File: config.mk
export PLATFORM = sky130hd
export DESIGN_NAME = rms_level_meter
export DESIGN_NICKNAME = d
export VERILOG_FILES = /design/src/rtl/rlm_pkg.sv /design/src/rtl/rlm_ctrl.sv /design/src/rtl/rlm_datapath.sv /design/src/rtl/rms_level_meter.sv
export SDC_FILE = /design/constraint.sdc
export NUM_CORES = 2
export LEC_CHECK = 0
export BUFFER_PORTS_ARGS = -buffer_cell sky130_fd_sc_hd__buf_2
export CELL_PAD_IN_SITES_DETAIL_PLACEMENT = 2
export CELL_PAD_IN_SITES_GLOBAL_PLACEMENT = 2
export CORE_UTILIZATION = 45
export DETAILED_ROUTE_END_ITERATION = 10
export PLACE_DENSITY_LB_ADDON = 0.3
export SLEW_MARGIN = 20
export SYNTH_ARGS = -nofsm -noshare
export SYNTH_HDL_FRONTEND = slang
export SYNTH_SLANG_ARGS = --single-unit
File: constraint.sdc
create_clock -name clk_i -period 7.5 [get_ports clk_i]
set_input_delay 0.375 -clock clk_i [delete_from_list [all_inputs] [get_ports clk_i]]
set_output_delay 0.375 -clock clk_i [all_outputs]
set_load 0.05 [all_outputs]
File: src/rtl/rlm_pkg.sv
package rlm_pkg;

  // field and register widths
  localparam int unsigned SAMPLE_W   = 16;
  localparam int unsigned LEVEL_W    = 15;
  localparam int unsigned SCALED_W   = 16;
  localparam int unsigned FRAMES_W   = 9;
  localparam int unsigned CFG_W      = 15;
  localparam int unsigned CFG_IDX_W  = 1;
  localparam int unsigned S_TDATA_W  = 32;
  localparam int unsigned M_TDATA_W  = 48;

  // datapath widths that do not depend on the block length
  localparam int unsigned SQ_W       = 29;  // square of a halved sample, up to 2^28
  localparam int unsigned RAD_W      = 30;  // mean of squares, below 2^29
  localparam int unsigned ROOT_STEPS = RAD_W / 2;
  localparam int unsigned PROD_W     = LEVEL_W + SCALED_W;

  localparam int unsigned MAX_FRAMES_DEF = 256;

  localparam logic [FRAMES_W-1:0] FRAMES_RST     = 9'd256;
  localparam logic [CFG_W-1:0]    FULL_SCALE_RST = 15'd5571;

  // register indexes
  localparam logic [CFG_IDX_W-1:0] REG_FRAMES     = 1'd0;
  localparam logic [CFG_IDX_W-1:0] REG_FULL_SCALE = 1'd1;

  typedef struct packed {
    logic acc;
    logic mean_ld;
    logic div_step;
    logic root_ld;
    logic root_step;
    logic smooth;
    logic scale_ld;
    logic emit;
  } cmd_t;

  typedef struct packed {
    logic block_done;
    logic step_last;
    logic out_stall;
  } status_t;

endpackage

File: src/rtl/rlm_ctrl.sv
module rlm_ctrl (
  input  logic            clk_i,
  input  logic            rst_ni,
  input  logic            s_tvalid_i,
  output logic            s_tready_o,
  input  rlm_pkg::status_t status_i,
  output rlm_pkg::cmd_t    cmd_o
);

  localparam logic [3:0] S_IDLE      = 4'd0;
  localparam logic [3:0] S_MEAN_LD   = 4'd1;
  localparam logic [3:0] S_MEAN_DIV  = 4'd2;
  localparam logic [3:0] S_ROOT_LD   = 4'd3;
  localparam logic [3:0] S_ROOT      = 4'd4;
  localparam logic [3:0] S_SMOOTH    = 4'd5;
  localparam logic [3:0] S_SCALE_LD  = 4'd6;
  localparam logic [3:0] S_SCALE_DIV = 4'd7;
  localparam logic [3:0] S_EMIT      = 4'd8;

  logic [3:0] state_q, state_d;
  logic       accept;

  assign s_tready_o = (state_q == S_IDLE);
  assign accept     = s_tvalid_i && s_tready_o;

  always_comb begin
    state_d = state_q;
    cmd_o   = '0;
    case (state_q)
      S_IDLE: begin
        cmd_o.acc = accept;
        if (accept && status_i.block_done) begin
          state_d = S_MEAN_LD;
        end
      end
      S_MEAN_LD: begin
        cmd_o.mean_ld = 1'b1;
        state_d       = S_MEAN_DIV;
      end
      S_MEAN_DIV: begin
        cmd_o.div_step = 1'b1;
        if (status_i.step_last) begin
          state_d = S_ROOT_LD;
        end
      end
      S_ROOT_LD: begin
        cmd_o.root_ld = 1'b1;
        state_d       = S_ROOT;
      end
      S_ROOT: begin
        cmd_o.root_step = 1'b1;
        if (status_i.step_last) begin
          state_d = S_SMOOTH;
        end
      end
      S_SMOOTH: begin
        cmd_o.smooth = 1'b1;
        state_d      = S_SCALE_LD;
      end
      S_SCALE_LD: begin
        cmd_o.scale_ld = 1'b1;
        state_d        = S_SCALE_DIV;
      end
      S_SCALE_DIV: begin
        cmd_o.div_step = 1'b1;
        if (status_i.step_last) begin
          state_d = S_EMIT;
        end
      end
      S_EMIT: begin
        // wait here while the previous result is still held
        if (!status_i.out_stall) begin
          cmd_o.emit = 1'b1;
          state_d    = S_IDLE;
        end
      end
      default: begin
        state_d = S_IDLE;
      end
    endcase
  end

  always_ff @(posedge clk_i or negedge rst_ni) begin
    if (!rst_ni) begin
      state_q <= S_IDLE;
    end else begin
      state_q <= state_d;
    end
  end

endmodule

File: src/rtl/rlm_datapath.sv
module rlm_datapath #(
  parameter int unsigned MAX_FRAMES = rlm_pkg::MAX_FRAMES_DEF
) (
  input  logic                                clk_i,
  input  logic                                rst_ni,
  input  logic                                cfg_we_i,
  input  logic [rlm_pkg::CFG_IDX_W-1:0]       cfg_idx_i,
  input  logic [rlm_pkg::CFG_W-1:0]           cfg_wdata_i,
  input  logic signed [rlm_pkg::SAMPLE_W-1:0] left_i,
  input  logic signed [rlm_pkg::SAMPLE_W-1:0] right_i,
  input  logic                                m_tready_i,
  output logic                                m_tvalid_o,
  output logic [rlm_pkg::LEVEL_W-1:0]         block_level_o,
  output logic [rlm_pkg::LEVEL_W-1:0]         smoothed_o,
  output logic [rlm_pkg::SCALED_W-1:0]        scaled_o,
  input  rlm_pkg::cmd_t                       cmd_i,
  output rlm_pkg::status_t                    status_o
);

  localparam int unsigned CNT_W  = $clog2(MAX_FRAMES + 1);
  localparam int unsigned SUM_W  = rlm_pkg::SQ_W + 1 + $clog2(MAX_FRAMES);
  localparam int unsigned DVD_W  = (SUM_W > rlm_pkg::PROD_W) ? SUM_W : rlm_pkg::PROD_W;
  localparam int unsigned DVS_W  = (CNT_W + 1 > rlm_pkg::CFG_W) ? CNT_W + 1 : rlm_pkg::CFG_W;
  localparam int unsigned LEN_W  = (CNT_W + 1 > rlm_pkg::FRAMES_W) ? CNT_W + 1
                                                                   : rlm_pkg::FRAMES_W;
  localparam int unsigned STEP_W = $clog2(DVD_W);
  localparam int unsigned LW     = rlm_pkg::LEVEL_W;
  localparam int unsigned RW     = rlm_pkg::RAD_W;
  localparam int unsigned SREM_W = LW + 2;

  // configuration
  logic [rlm_pkg::FRAMES_W-1:0] frames_q;
  logic [rlm_pkg::CFG_W-1:0]    full_scale_q;

  always_ff @(posedge clk_i or negedge rst_ni) begin
    if (!rst_ni) begin
      frames_q     <= rlm_pkg::FRAMES_RST;
      full_scale_q <= rlm_pkg::FULL_SCALE_RST;
    end else if (cfg_we_i) begin
      case (cfg_idx_i)
        rlm_pkg::REG_FRAMES:     frames_q     <= cfg_wdata_i[rlm_pkg::FRAMES_W-1:0];
        rlm_pkg::REG_FULL_SCALE: full_scale_q <= cfg_wdata_i;
        default: ;
      endcase
    end
  end

  // accumulation of squared halved samples
  logic [SUM_W-1:0]   sum_q;
  logic [CNT_W-1:0]   count_q;
  logic signed [LW-1:0]   half_l, half_r;
  logic signed [2*LW-1:0] prod_l, prod_r;
  logic [CNT_W:0]     count_inc;
  logic [LEN_W-1:0]   len_raw, len;

  assign half_l    = left_i[rlm_pkg::SAMPLE_W-1:1];
  assign half_r    = right_i[rlm_pkg::SAMPLE_W-1:1];
  assign prod_l    = half_l * half_l;
  assign prod_r    = half_r * half_r;
  assign count_inc = (CNT_W + 1)'(count_q) + 1'b1;

  always_comb begin
    len_raw = LEN_W'(frames_q);
    if (len_raw == '0) begin
      len = LEN_W'(1);
    end else if (len_raw > LEN_W'(MAX_FRAMES)) begin
      len = LEN_W'(MAX_FRAMES);
    end else begin
      len = len_raw;
    end
  end

  assign status_o.block_done = (LEN_W'(count_inc) >= len);

  always_ff @(posedge clk_i or negedge rst_ni) begin
    if (!rst_ni) begin
      sum_q   <= '0;
      count_q <= '0;
    end else if (cmd_i.emit) begin
      sum_q   <= '0;
      count_q <= '0;
    end else if (cmd_i.acc) begin
      sum_q   <= sum_q + SUM_W'(prod_l[rlm_pkg::SQ_W-1:0])
                       + SUM_W'(prod_r[rlm_pkg::SQ_W-1:0]);
      count_q <= count_inc[CNT_W-1:0];
    end
  end

  // shared step counter for the divider and the root
  logic [STEP_W-1:0] step_q;

  assign status_o.step_last = (step_q == '0);

  always_ff @(posedge clk_i) begin
    if (cmd_i.mean_ld || cmd_i.scale_ld) begin
      step_q <= STEP_W'(DVD_W - 1);
    end else if (cmd_i.root_ld) begin
      step_q <= STEP_W'(rlm_pkg::ROOT_STEPS - 1);
    end else if (cmd_i.div_step || cmd_i.root_step) begin
      step_q <= step_q - 1'b1;
    end
  end

  // restoring divider, one quotient bit per cycle
  logic [DVD_W-1:0] dvd_q;
  logic [DVS_W-1:0] drem_q, dvs_q;
  logic [DVS_W:0]   dshift, ddiff;
  logic             dge;
  logic [LW-1:0]    smooth_q;
  logic [rlm_pkg::PROD_W-1:0] scale_prod;
  logic [rlm_pkg::CFG_W-1:0]  fs_eff;

  assign dshift     = {drem_q, dvd_q[DVD_W-1]};
  assign dge        = (dshift >= {1'b0, dvs_q});
  assign ddiff      = dshift - {1'b0, dvs_q};
  // times 65535 as times 65536 minus one
  assign scale_prod = {smooth_q, 16'd0} - rlm_pkg::PROD_W'(smooth_q);
  assign fs_eff     = (full_scale_q == '0) ? rlm_pkg::CFG_W'(1) : full_scale_q;

  always_ff @(posedge clk_i) begin
    if (cmd_i.mean_ld) begin
      dvd_q  <= DVD_W'(sum_q);
      drem_q <= '0;
      dvs_q  <= DVS_W'({count_q, 1'b0});
    end else if (cmd_i.scale_ld) begin
      dvd_q  <= DVD_W'(scale_prod);
      drem_q <= '0;
      dvs_q  <= DVS_W'(fs_eff);
    end else if (cmd_i.div_step) begin
      dvd_q  <= {dvd_q[DVD_W-2:0], dge};
      drem_q <= dge ? ddiff[DVS_W-1:0] : dshift[DVS_W-1:0];
    end
  end

  // digit-by-digit square root, one root bit per cycle
  logic [RW-1:0]     rad_q;
  logic [SREM_W-1:0] srem_q;
  logic [LW-1:0]     root_q;
  logic [SREM_W+1:0] sshift, strial, sdiff;
  logic              sge;

  assign sshift = {srem_q, rad_q[RW-1:RW-2]};
  assign strial = (SREM_W + 2)'({root_q, 2'b01});
  assign sge    = (sshift >= strial);
  assign sdiff  = sshift - strial;

  always_ff @(posedge clk_i) begin
    if (cmd_i.root_ld) begin
      rad_q  <= dvd_q[RW-1:0];
      srem_q <= '0;
      root_q <= '0;
    end else if (cmd_i.root_step) begin
      rad_q  <= {rad_q[RW-3:0], 2'b00};
      srem_q <= sge ? sdiff[SREM_W-1:0] : sshift[SREM_W-1:0];
      root_q <= {root_q[LW-2:0], sge};
    end
  end

  // smoothing: three quarters old plus one quarter new
  logic [LW+1:0] smooth_sum;

  assign smooth_sum = ((LW + 2)'(smooth_q) << 1) + (LW + 2)'(smooth_q) + (LW + 2)'(root_q);

  always_ff @(posedge clk_i or negedge rst_ni) begin
    if (!rst_ni) begin
      smooth_q <= '0;
    end else if (cmd_i.smooth) begin
      smooth_q <= smooth_sum[LW+1:2];
    end
  end

  // output register
  logic                         out_valid_q;
  logic [LW-1:0]                block_level_q, smoothed_q;
  logic [rlm_pkg::SCALED_W-1:0] scaled_q;

  assign status_o.out_stall = out_valid_q && !m_tready_i;

  always_ff @(posedge clk_i or negedge rst_ni) begin
    if (!rst_ni) begin
      out_valid_q <= 1'b0;
    end else if (cmd_i.emit) begin
      out_valid_q <= 1'b1;
    end else if (m_tready_i) begin
      out_valid_q <= 1'b0;
    end
  end

  always_ff @(posedge clk_i) begin
    if (cmd_i.emit) begin
      block_level_q <= root_q;
      smoothed_q    <= smooth_q;
      scaled_q      <= (dvd_q[DVD_W-1:rlm_pkg::SCALED_W] != '0) ? '1
                                                              : dvd_q[rlm_pkg::SCALED_W-1:0];
    end
  end

  assign m_tvalid_o    = out_valid_q;
  assign block_level_o = block_level_q;
  assign smoothed_o    = smoothed_q;
  assign scaled_o      = scaled_q;

  a_count_bound: assert property (@(posedge clk_i) disable iff (!rst_ni)
    count_q <= CNT_W'(MAX_FRAMES))
    else $error("frame count beyond block limit");

  a_emit_no_overwrite: assert property (@(posedge clk_i) disable iff (!rst_ni)
    cmd_i.emit |-> !(out_valid_q && !m_tready_i))
    else $error("result loaded over a held result");

  a_emit_clears: assert property (@(posedge clk_i) disable iff (!rst_ni)
    cmd_i.emit |=> (count_q == '0) && (sum_q == '0))
    else $error("block state not cleared after result");

  a_level_range: assert property (@(posedge clk_i) disable iff (!rst_ni)
    $rose(out_valid_q) |-> (block_level_q <= LW'(16384)) && (smoothed_q <= LW'(16384)))
    else $error("level out of range");

endmodule

File: src/rtl/rms_level_meter.sv
// channel      dir  handshake                    payload
// s_axis       in   s_axis_tvalid/s_axis_tready  left_sample, right_sample
// m_axis       out  m_axis_tvalid/m_axis_tready  block_level, smoothed_out, scaled_out
// cfg          in   cfg_we_i (no wait)           cfg_idx_i, cfg_wdata_i
//
// a frame is taken while the control is idle; the frame that closes a block
// starts a computation by the bit-serial divider, run twice, and the
// bit-serial square root. no frame is taken while that computation runs.
// the result sits in an output register; the next block fills while it waits,
// and a finished block waits in the last state until the register is free.
// reset clears sum, count, smoothed level and registers to their defaults.
module rms_level_meter #(
  parameter int unsigned MAX_FRAMES = rlm_pkg::MAX_FRAMES_DEF
) (
  input  logic                             clk_i,
  input  logic                             rst_ni,
  input  logic                             s_axis_tvalid,
  output logic                             s_axis_tready,
  input  logic [rlm_pkg::S_TDATA_W-1:0]    s_axis_tdata,  // left_sample, right_sample
  output logic                             m_axis_tvalid,
  input  logic                             m_axis_tready,
  output logic [rlm_pkg::M_TDATA_W-1:0]    m_axis_tdata,  // block_level, smoothed_out,
                                                          // scaled_out, zero pad
  input  logic                             cfg_we_i,
  input  logic [rlm_pkg::CFG_IDX_W-1:0]    cfg_idx_i,
  input  logic [rlm_pkg::CFG_W-1:0]        cfg_wdata_i
);

  localparam int unsigned LW  = rlm_pkg::LEVEL_W;
  localparam int unsigned SCW = rlm_pkg::SCALED_W;
  localparam int unsigned SW  = rlm_pkg::SAMPLE_W;
  localparam int unsigned PAD = rlm_pkg::M_TDATA_W - 2 * LW - SCW;

  rlm_pkg::cmd_t    cmd;
  rlm_pkg::status_t status;

  logic [LW-1:0]  block_level, smoothed_out;
  logic [SCW-1:0] scaled_out;

  rlm_ctrl u_ctrl (
    .clk_i      (clk_i),
    .rst_ni     (rst_ni),
    .s_tvalid_i (s_axis_tvalid),
    .s_tready_o (s_axis_tready),
    .status_i   (status),
    .cmd_o      (cmd)
  );

  rlm_datapath #(
    .MAX_FRAMES (MAX_FRAMES)
  ) u_datapath (
    .clk_i         (clk_i),
    .rst_ni        (rst_ni),
    .cfg_we_i      (cfg_we_i),
    .cfg_idx_i     (cfg_idx_i),
    .cfg_wdata_i   (cfg_wdata_i),
    .left_i        (s_axis_tdata[SW-1:0]),
    .right_i       (s_axis_tdata[2*SW-1:SW]),
    .m_tready_i    (m_axis_tready),
    .m_tvalid_o    (m_axis_tvalid),
    .block_level_o (block_level),
    .smoothed_o    (smoothed_out),
    .scaled_o      (scaled_out),
    .cmd_i         (cmd),
    .status_o      (status)
  );

  assign m_axis_tdata = {{PAD{1'b0}}, scaled_out, smoothed_out, block_level};

endmodule

==> results of run 1 <==
[kinds of logic after synthesis]
group | synth area share
AND/OR/NAND/NOR | 0.1268
buffers and inverters | 0.09138
adder cells (fa/ha/maj) | 0.3793
AO/OA/AOI/OAI | 0.1070
flip-flops | 0.2311
XOR/XNOR | 0.04490
multiplexers | 0.01930
other | 0.0001210
[cells in the mapped netlist (all sizes together), types with 51 or more instances]
cell type    n
nor3        53
xnor2      107
inv        644
dfrtp       83
a21oi      121
and2        62
xor2        51
edfxtp     123
nand2      391
ha         257
clkbuf      85
dfxtp       59
fa         426
nor2       161
o21ai      143
a21o        51
[through the flow]
step	std cells	area [um2]	hold slack (ns)
detailed placement	4562	35670	0.4250
global placement	4562	35670	0.4085
floorplan	3290	31660	0.07941
==> impl_metrics.prom, run 1 <==
# TYPE chip_impl_metric gauge
chip_impl_metric{name="placement_rows",unit=""} 95
chip_impl_metric{name="sequential_to_total_area_share_from_yosys_stat",unit=""} 0.2311
chip_impl_info{name="toolErrorMsg",value="[ERROR DPL-0033] detailed placement checks failed during check placement."} 1
chip_impl_metric{name="netlist.area_leader.share",unit=""} 0.2752
chip_impl_metric{name="cts_hold_buffers",unit=""} 1
chip_impl_info{name="stop_stage",value="clock tree synthesis (4_1_cts)"} 1
chip_impl_metric{name="synthesis.area_per_instance",unit="um2"} 9.421
chip_impl_info{name="top_area_cells_in_the_synthesized_netlist",value="sky130_fd_sc_hd__fa_1, sky130_fd_sc_hd__edfxtp_1, sky130_fd_sc_hd__ha_1"} 1
chip_impl_metric{name="gp_congestion",unit=""} 0.8908
chip_impl_info{name="cts.root.buffer_cell",value="sky130_fd_sc_hd__clkbuf_16"} 1
chip_impl_metric{name="initial_utilization",unit=""} 0.4581
chip_impl_metric{name="cts-root-to-sink-buffers",unit=""} 3
chip_impl_metric{name="cts-buffers-inserted",unit=""} 28
chip_impl_metric{name="synth.distinct_cells",unit=""} 79
chip_impl_metric{name="placement.io_buffers",unit=""} 98
chip_impl_metric{name="edff_count_synth",unit=""} 123
chip_impl_metric{name="synth-warning-count",unit=""} 0
chip_impl_metric{name="mapped_cell_area",unit="mm2"} 0.03099
chip_impl_info{name="synth-main-ff-cell",value="sky130_fd_sc_hd__edfxtp_1"} 1
chip_impl_metric{name="cts_sinks",unit=""} 273
chip_impl_metric{name="ys_seq_elements",unit=""} 273
chip_impl_metric{name="h_tree_lvls",unit=""} 1
chip_impl_metric{name="cts_setup_buffers",unit=""} 44
chip_impl_metric{name="die-width",unit="um"} 264.4
chip_impl_metric{name="postSynth.asyncResetShare",unit=""} 0.3333
chip_impl_info{name="outcome",value="aborted with a tool error"} 1
chip_impl_metric{name="floorplan.die.height",unit="um"} 264.4
chip_impl_metric{name="detailed_placement_hpwl",unit="mm"} 103.2
chip_impl_metric{name="place_worst_setup_slack",unit="ns"} -1.508
chip_impl_info{name="netlist.top_cell.by_area",value="sky130_fd_sc_hd__fa_1"} 1
chip_impl_metric{name="cts_repair_resize_count",unit=""} 326
chip_impl_metric{name="ioPinCount",unit=""} 103
chip_impl_metric{name="syn_inst",unit=""} 3289
==> run 2: changes to the inputs <==
CELL_PAD_IN_SITES_DETAIL_PLACEMENT = unset   (was 2)
CELL_PAD_IN_SITES_GLOBAL_PLACEMENT = unset   (was 2)
CORE_UTILIZATION = 35   (was 45)
PLACE_DENSITY_LB_ADDON = 0.15   (was 0.3)
==> run 2 against run 1 <==
Against the previous run: the flow now finishes, with violations (setup timing); synthesized cell count stayed put; synthesized area stayed put.
==> impl_metrics.prom, run 2 <==
# TYPE chip_impl_metric gauge
chip_impl_info{name="outcome",value="finished, violations left"} 1
chip_impl_info{name="violated_checks",value="setup timing"} 1
chip_impl_metric{name="placement.io_buffers",unit=""} 98
chip_impl_metric{name="sequential_to_total_area_share_from_yosys_stat",unit=""} 0.2311
chip_impl_metric{name="hold_path_depth",unit=""} 2
chip_impl_metric{name="fillerInstances",unit=""} 8707
chip_impl_info{name="start_kind",value="input port"} 1
chip_impl_info{name="top_area_cells_in_the_synthesized_netlist",value="sky130_fd_sc_hd__fa_1, sky130_fd_sc_hd__edfxtp_1, sky130_fd_sc_hd__ha_1"} 1
chip_impl_metric{name="post_synth_xor_area_fraction",unit=""} 0.04490
chip_impl_metric{name="final_hold_viol_count",unit=""} 0
chip_impl_metric{name="timing.setup.tns",unit="ns"} -0.1244
chip_impl_metric{name="avgViaCountPerCell",unit=""} 4.741
chip_impl_metric{name="first_iter_violations",unit=""} 915
chip_impl_metric{name="h_tree_lvls",unit=""} 1
chip_impl_info{name="netlist.top_cell.by_area",value="sky130_fd_sc_hd__fa_1"} 1
chip_impl_metric{name="finalSetupViolCount",unit=""} 3
chip_impl_metric{name="postLayoutCellArea",unit="mm2"} 0.03835
chip_impl_info{name="regToRegStartpoint",value="u_datapath.sum_q[4]"} 1
chip_impl_metric{name="via_total_after_detailed_routing",unit=""} 23367
chip_impl_metric{name="required_arrival_time_at_the_worst_endpoint",unit="ns"} 7.93
chip_impl_metric{name="grt_pass1_wl",unit="mm"} 129.0
chip_impl_metric{name="avgRoutedWirePerCell",unit="um"} 15.80
chip_impl_info{name="yosys-top-cells-count",value="sky130_fd_sc_hd__inv_1, sky130_fd_sc_hd__fa_1, sky130_fd_sc_hd__nand2_1"} 1
chip_impl_metric{name="synth-warning-count",unit=""} 0
chip_impl_metric{name="synthesis.area_per_instance",unit="um2"} 9.421
chip_impl_info{name="min_path_type",value="in -> reg"} 1
chip_impl_info{name="path_delay_family",value="adder cells"} 1
chip_impl_metric{name="yosys.area_share.adder",unit=""} 0.3793
chip_impl_metric{name="antenna_nets_post_route",unit=""} 0
chip_impl_metric{name="max_cap_violations",unit=""} 0
chip_impl_metric{name="grt_antenna_before_repair",unit=""} 0
chip_impl_metric{name="groute.usage.overall",unit=""} 0.1787
chip_impl_info{name="worst_path_max_delay_cell",value="sky130_fd_sc_hd__fa_1"} 1
chip_impl_metric{name="ys_seq_elements",unit=""} 273
chip_impl_info{name="cts.root.buffer_cell",value="sky130_fd_sc_hd__clkbuf_16"} 1
chip_impl_metric{name="skew",unit="ns"} 0.03407
chip_impl_metric{name="mapped_cell_area",unit="mm2"} 0.03099
chip_impl_metric{name="detailed_placement_hpwl",unit="mm"} 64.66
chip_impl_info{name="mostFrequentLayoutCell",value="sky130_fd_sc_hd__inv_1"} 1
chip_impl_metric{name="die-width",unit="um"} 299.5
chip_impl_metric{name="critical-path-max-stage-delay",unit="ns"} 0.56
chip_impl_metric{name="layout-drive-gt1-share",unit=""} 0.2318
chip_impl_metric{name="fin_ws",unit="ns"} -0.05517
chip_impl_info{name="hp-start",value="cfg_wdata_i[14]"} 1
chip_impl_metric{name="worstPathArrival",unit="ns"} 7.99
chip_impl_metric{name="postSynth.asyncResetShare",unit=""} 0.3333
chip_impl_metric{name="cts-buffers-inserted",unit=""} 28
chip_impl_info{name="critical_path.endpoint_type",value="register"} 1
chip_impl_metric{name="fin_crit_sh",unit=""} 1.007
chip_impl_info{name="synth_top_family_by_area",value="adder cells"} 1
chip_impl_metric{name="path_clk_slew",unit="ns"} 0.06
chip_impl_info{name="cts_tree",value="built"} 1
chip_impl_metric{name="placement_rows",unit=""} 108
chip_impl_metric{name="initial_utilization",unit=""} 0.3550
chip_impl_metric{name="detailed_place.area",unit="mm2"} 0.03609
chip_impl_metric{name="syn_inst",unit=""} 3289
chip_impl_info{name="rsz0062_at_grt",value="yes"} 1
chip_impl_metric{name="netlist.area_leader.share",unit=""} 0.2752
chip_impl_metric{name="fmax",unit="GHz"} 0.1324
chip_impl_metric{name="max_slew.worst_pin.slew",unit="ns"} 1.026
chip_impl_info{name="min_to",value="u_datapath.full_scale_q[14]"} 1
chip_impl_info{name="critical_path_class",value="in -> reg"} 1
chip_impl_metric{name="diode_count",unit=""} 0
chip_impl_metric{name="cts-root-to-sink-buffers",unit=""} 3
chip_impl_metric{name="fin_util",unit=""} 0.4393
chip_impl_metric{name="synth-simple-area-share",unit=""} 0.1268
chip_impl_metric{name="worst-r2r-cell-count",unit=""} 13
chip_impl_metric{name="edff_count_synth",unit=""} 123
chip_impl_info{name="critical_path.reg2reg.endpoint",value="u_datapath.sum_q[30]"} 1
chip_impl_metric{name="area_growth",unit="%"} 23.76
chip_impl_metric{name="nets",unit=""} 4488
chip_impl_metric{name="first_global_vias",unit=""} 24570
chip_impl_metric{name="placeableCoreArea",unit="mm2"} 0.08729
chip_impl_metric{name="worst_skew_pair.late_latency",unit="ns"} 0.58
chip_impl_metric{name="slew-limit-headroom",unit=""} 0.3098
chip_impl_info{name="biggestRegsByFlops",value="u_datapath.dvd_q: 38 flops, u_datapath.sum_q: 38 flops, u_datapath.rad_q: 30 flops"} 1
chip_impl_metric{name="largest_net_degree_at_the_start_of_global_routing",unit=""} 65
chip_impl_metric{name="timing_max_transition_violations_final",unit=""} 0
chip_impl_info{name="critical-path-top-cell-by-count",value="sky130_fd_sc_hd__fa_1"} 1
chip_impl_metric{name="synth.mux.area_fraction",unit=""} 0.01930
chip_impl_metric{name="floorplan.die.height",unit="um"} 299.5
chip_impl_metric{name="final.min_clock_period",unit="ns"} 7.555
chip_impl_metric{name="post-route-drc-count",unit=""} 0
chip_impl_info{name="synthMostInstantiatedCell",value="sky130_fd_sc_hd__inv_1"} 1
chip_impl_metric{name="path_max_fanout",unit=""} 9
chip_impl_metric{name="synth_compound_gate_area_share",unit=""} 0.1070
chip_impl_metric{name="gp_congestion",unit=""} 0.8221
chip_impl_info{name="layout.cells.most_common_list",value="sky130_fd_sc_hd__inv_1, sky130_fd_sc_hd__buf_4, sky130_fd_sc_hd__fa_1"} 1
chip_impl_metric{name="totalWireLength",unit="mm"} 77.89
chip_impl_metric{name="ioPinCount",unit=""} 103
chip_impl_metric{name="synth.distinct_cells",unit=""} 79
chip_impl_metric{name="die-area",unit="mm2"} 0.08972
chip_impl_metric{name="drt_first_pass_iters",unit=""} 5
chip_impl_metric{name="ff2ff_setup_slack",unit="ns"} 3.65
chip_impl_metric{name="cts_sinks",unit=""} 273
chip_impl_metric{name="cp_num_buf_inv",unit=""} 8
chip_impl_info{name="synth-main-ff-cell",value="sky130_fd_sc_hd__edfxtp_1"} 1
chip_impl_metric{name="grt_remaining_overflow",unit=""} 0
-- run 2: kinds of logic after synthesis --
family / Yosys count
DFF: 273
other: 1
adders and majority gates: 684
AOI/OAI and AO/OA: 514
muxes: 55
xor gates and xnor gates: 158
buffers and inverters: 746
and+or+nand+nor: 858
-- run 2: layout make-up --
| class | instances | area [um2] | share of cell area |
|---|---|---|---|
| Sequential cell | 273 | 7162 | 0.1868 |
| Timing Repair Buffer | 531 | 4088 | 0.1066 |
| Tap cell | 1155 | 1445 | 0.03768 |
| Inverter | 647 | 2491 | 0.06496 |
| Multi-Input combinational cell | 2271 | 22180 | 0.5783 |
| Clock buffer | 38 | 803.3 | 0.02095 |
| Clock inverter | 14 | 182.7 | 0.004764 |
-- run 2: per-layer routing --
metal / vias up / share of wire / track usage
li1: 11554 / - / -
met1: 11506 / 0.46 / 0.2405
met2: 227 / 0.50 / 0.3148
met3: 80 / 0.019 / 0.01051
met4: 0 / 0.022 / 0.04021
met5: - / 0 / 0
-- run 2: worst max-delay path by stage --
| stage | start | slack, ns | end | depth (start not counted) |
|---|---|---|---|---|
| after CTS | s_axis_tdata[21] | -0.07 | u_datapath.sum_q[35] | 36 |
| final | s_axis_tdata[6] | -0.06 | u_datapath.sum_q[37] | 35 |
| after global routing | s_axis_tdata[15] | -0.34 | u_datapath.sum_q[37] | 37 |
| after floorplan | s_axis_tdata[10] | -0.24 | u_datapath.sum_q[35] | 33 |
| after global placement | s_axis_tdata[4] | -0.82 | u_datapath.sum_q[35] | 31 |
| after detailed placement | s_axis_tdata[4] | -0.86 | u_datapath.sum_q[35] | 33 |
-- run 2: through the flow --
step                      setup slack, ns  cells  hold slack, ns
final                            -0.05517   4929         0.05072
after global routing              -0.3417   4929         0.04637
after CTS                        -0.07000   4907         0.03094
after detailed placement          -0.8574   4849          0.3355
after global placement            -0.8151   4849          0.3389
after floorplan                   -0.2373   3290         0.07941
-- run 2: what timing repair did --
action | 4_1_cts | 5_1_grt
endpoints found under the hold margin | 27 | 0
setup buffers | 6 | 25
cloned | 0 | 0
pin swaps | 51 | 143
endpoints found under the setup margin | 13 | 19
hold buffers | 1 | 0
gates resized for setup | 91 | 197
-- run 2: worst register-to-register path, delay by kind of cell, from the launching register on --
family	cells	cell delay [ns]
AO/OA/AOI/OAI	5	1.46
buffers and inverters	2	0.36
XOR/XNOR	1	0.18
flip-flops	1	0.43
adder cells (fa/ha/maj)	2	0.88
AND/OR/NAND/NOR	3	0.36
Power of run 2 is not shown: default switching activity piles up to over one toggle a cycle in this logic, so the estimate is an artifact.
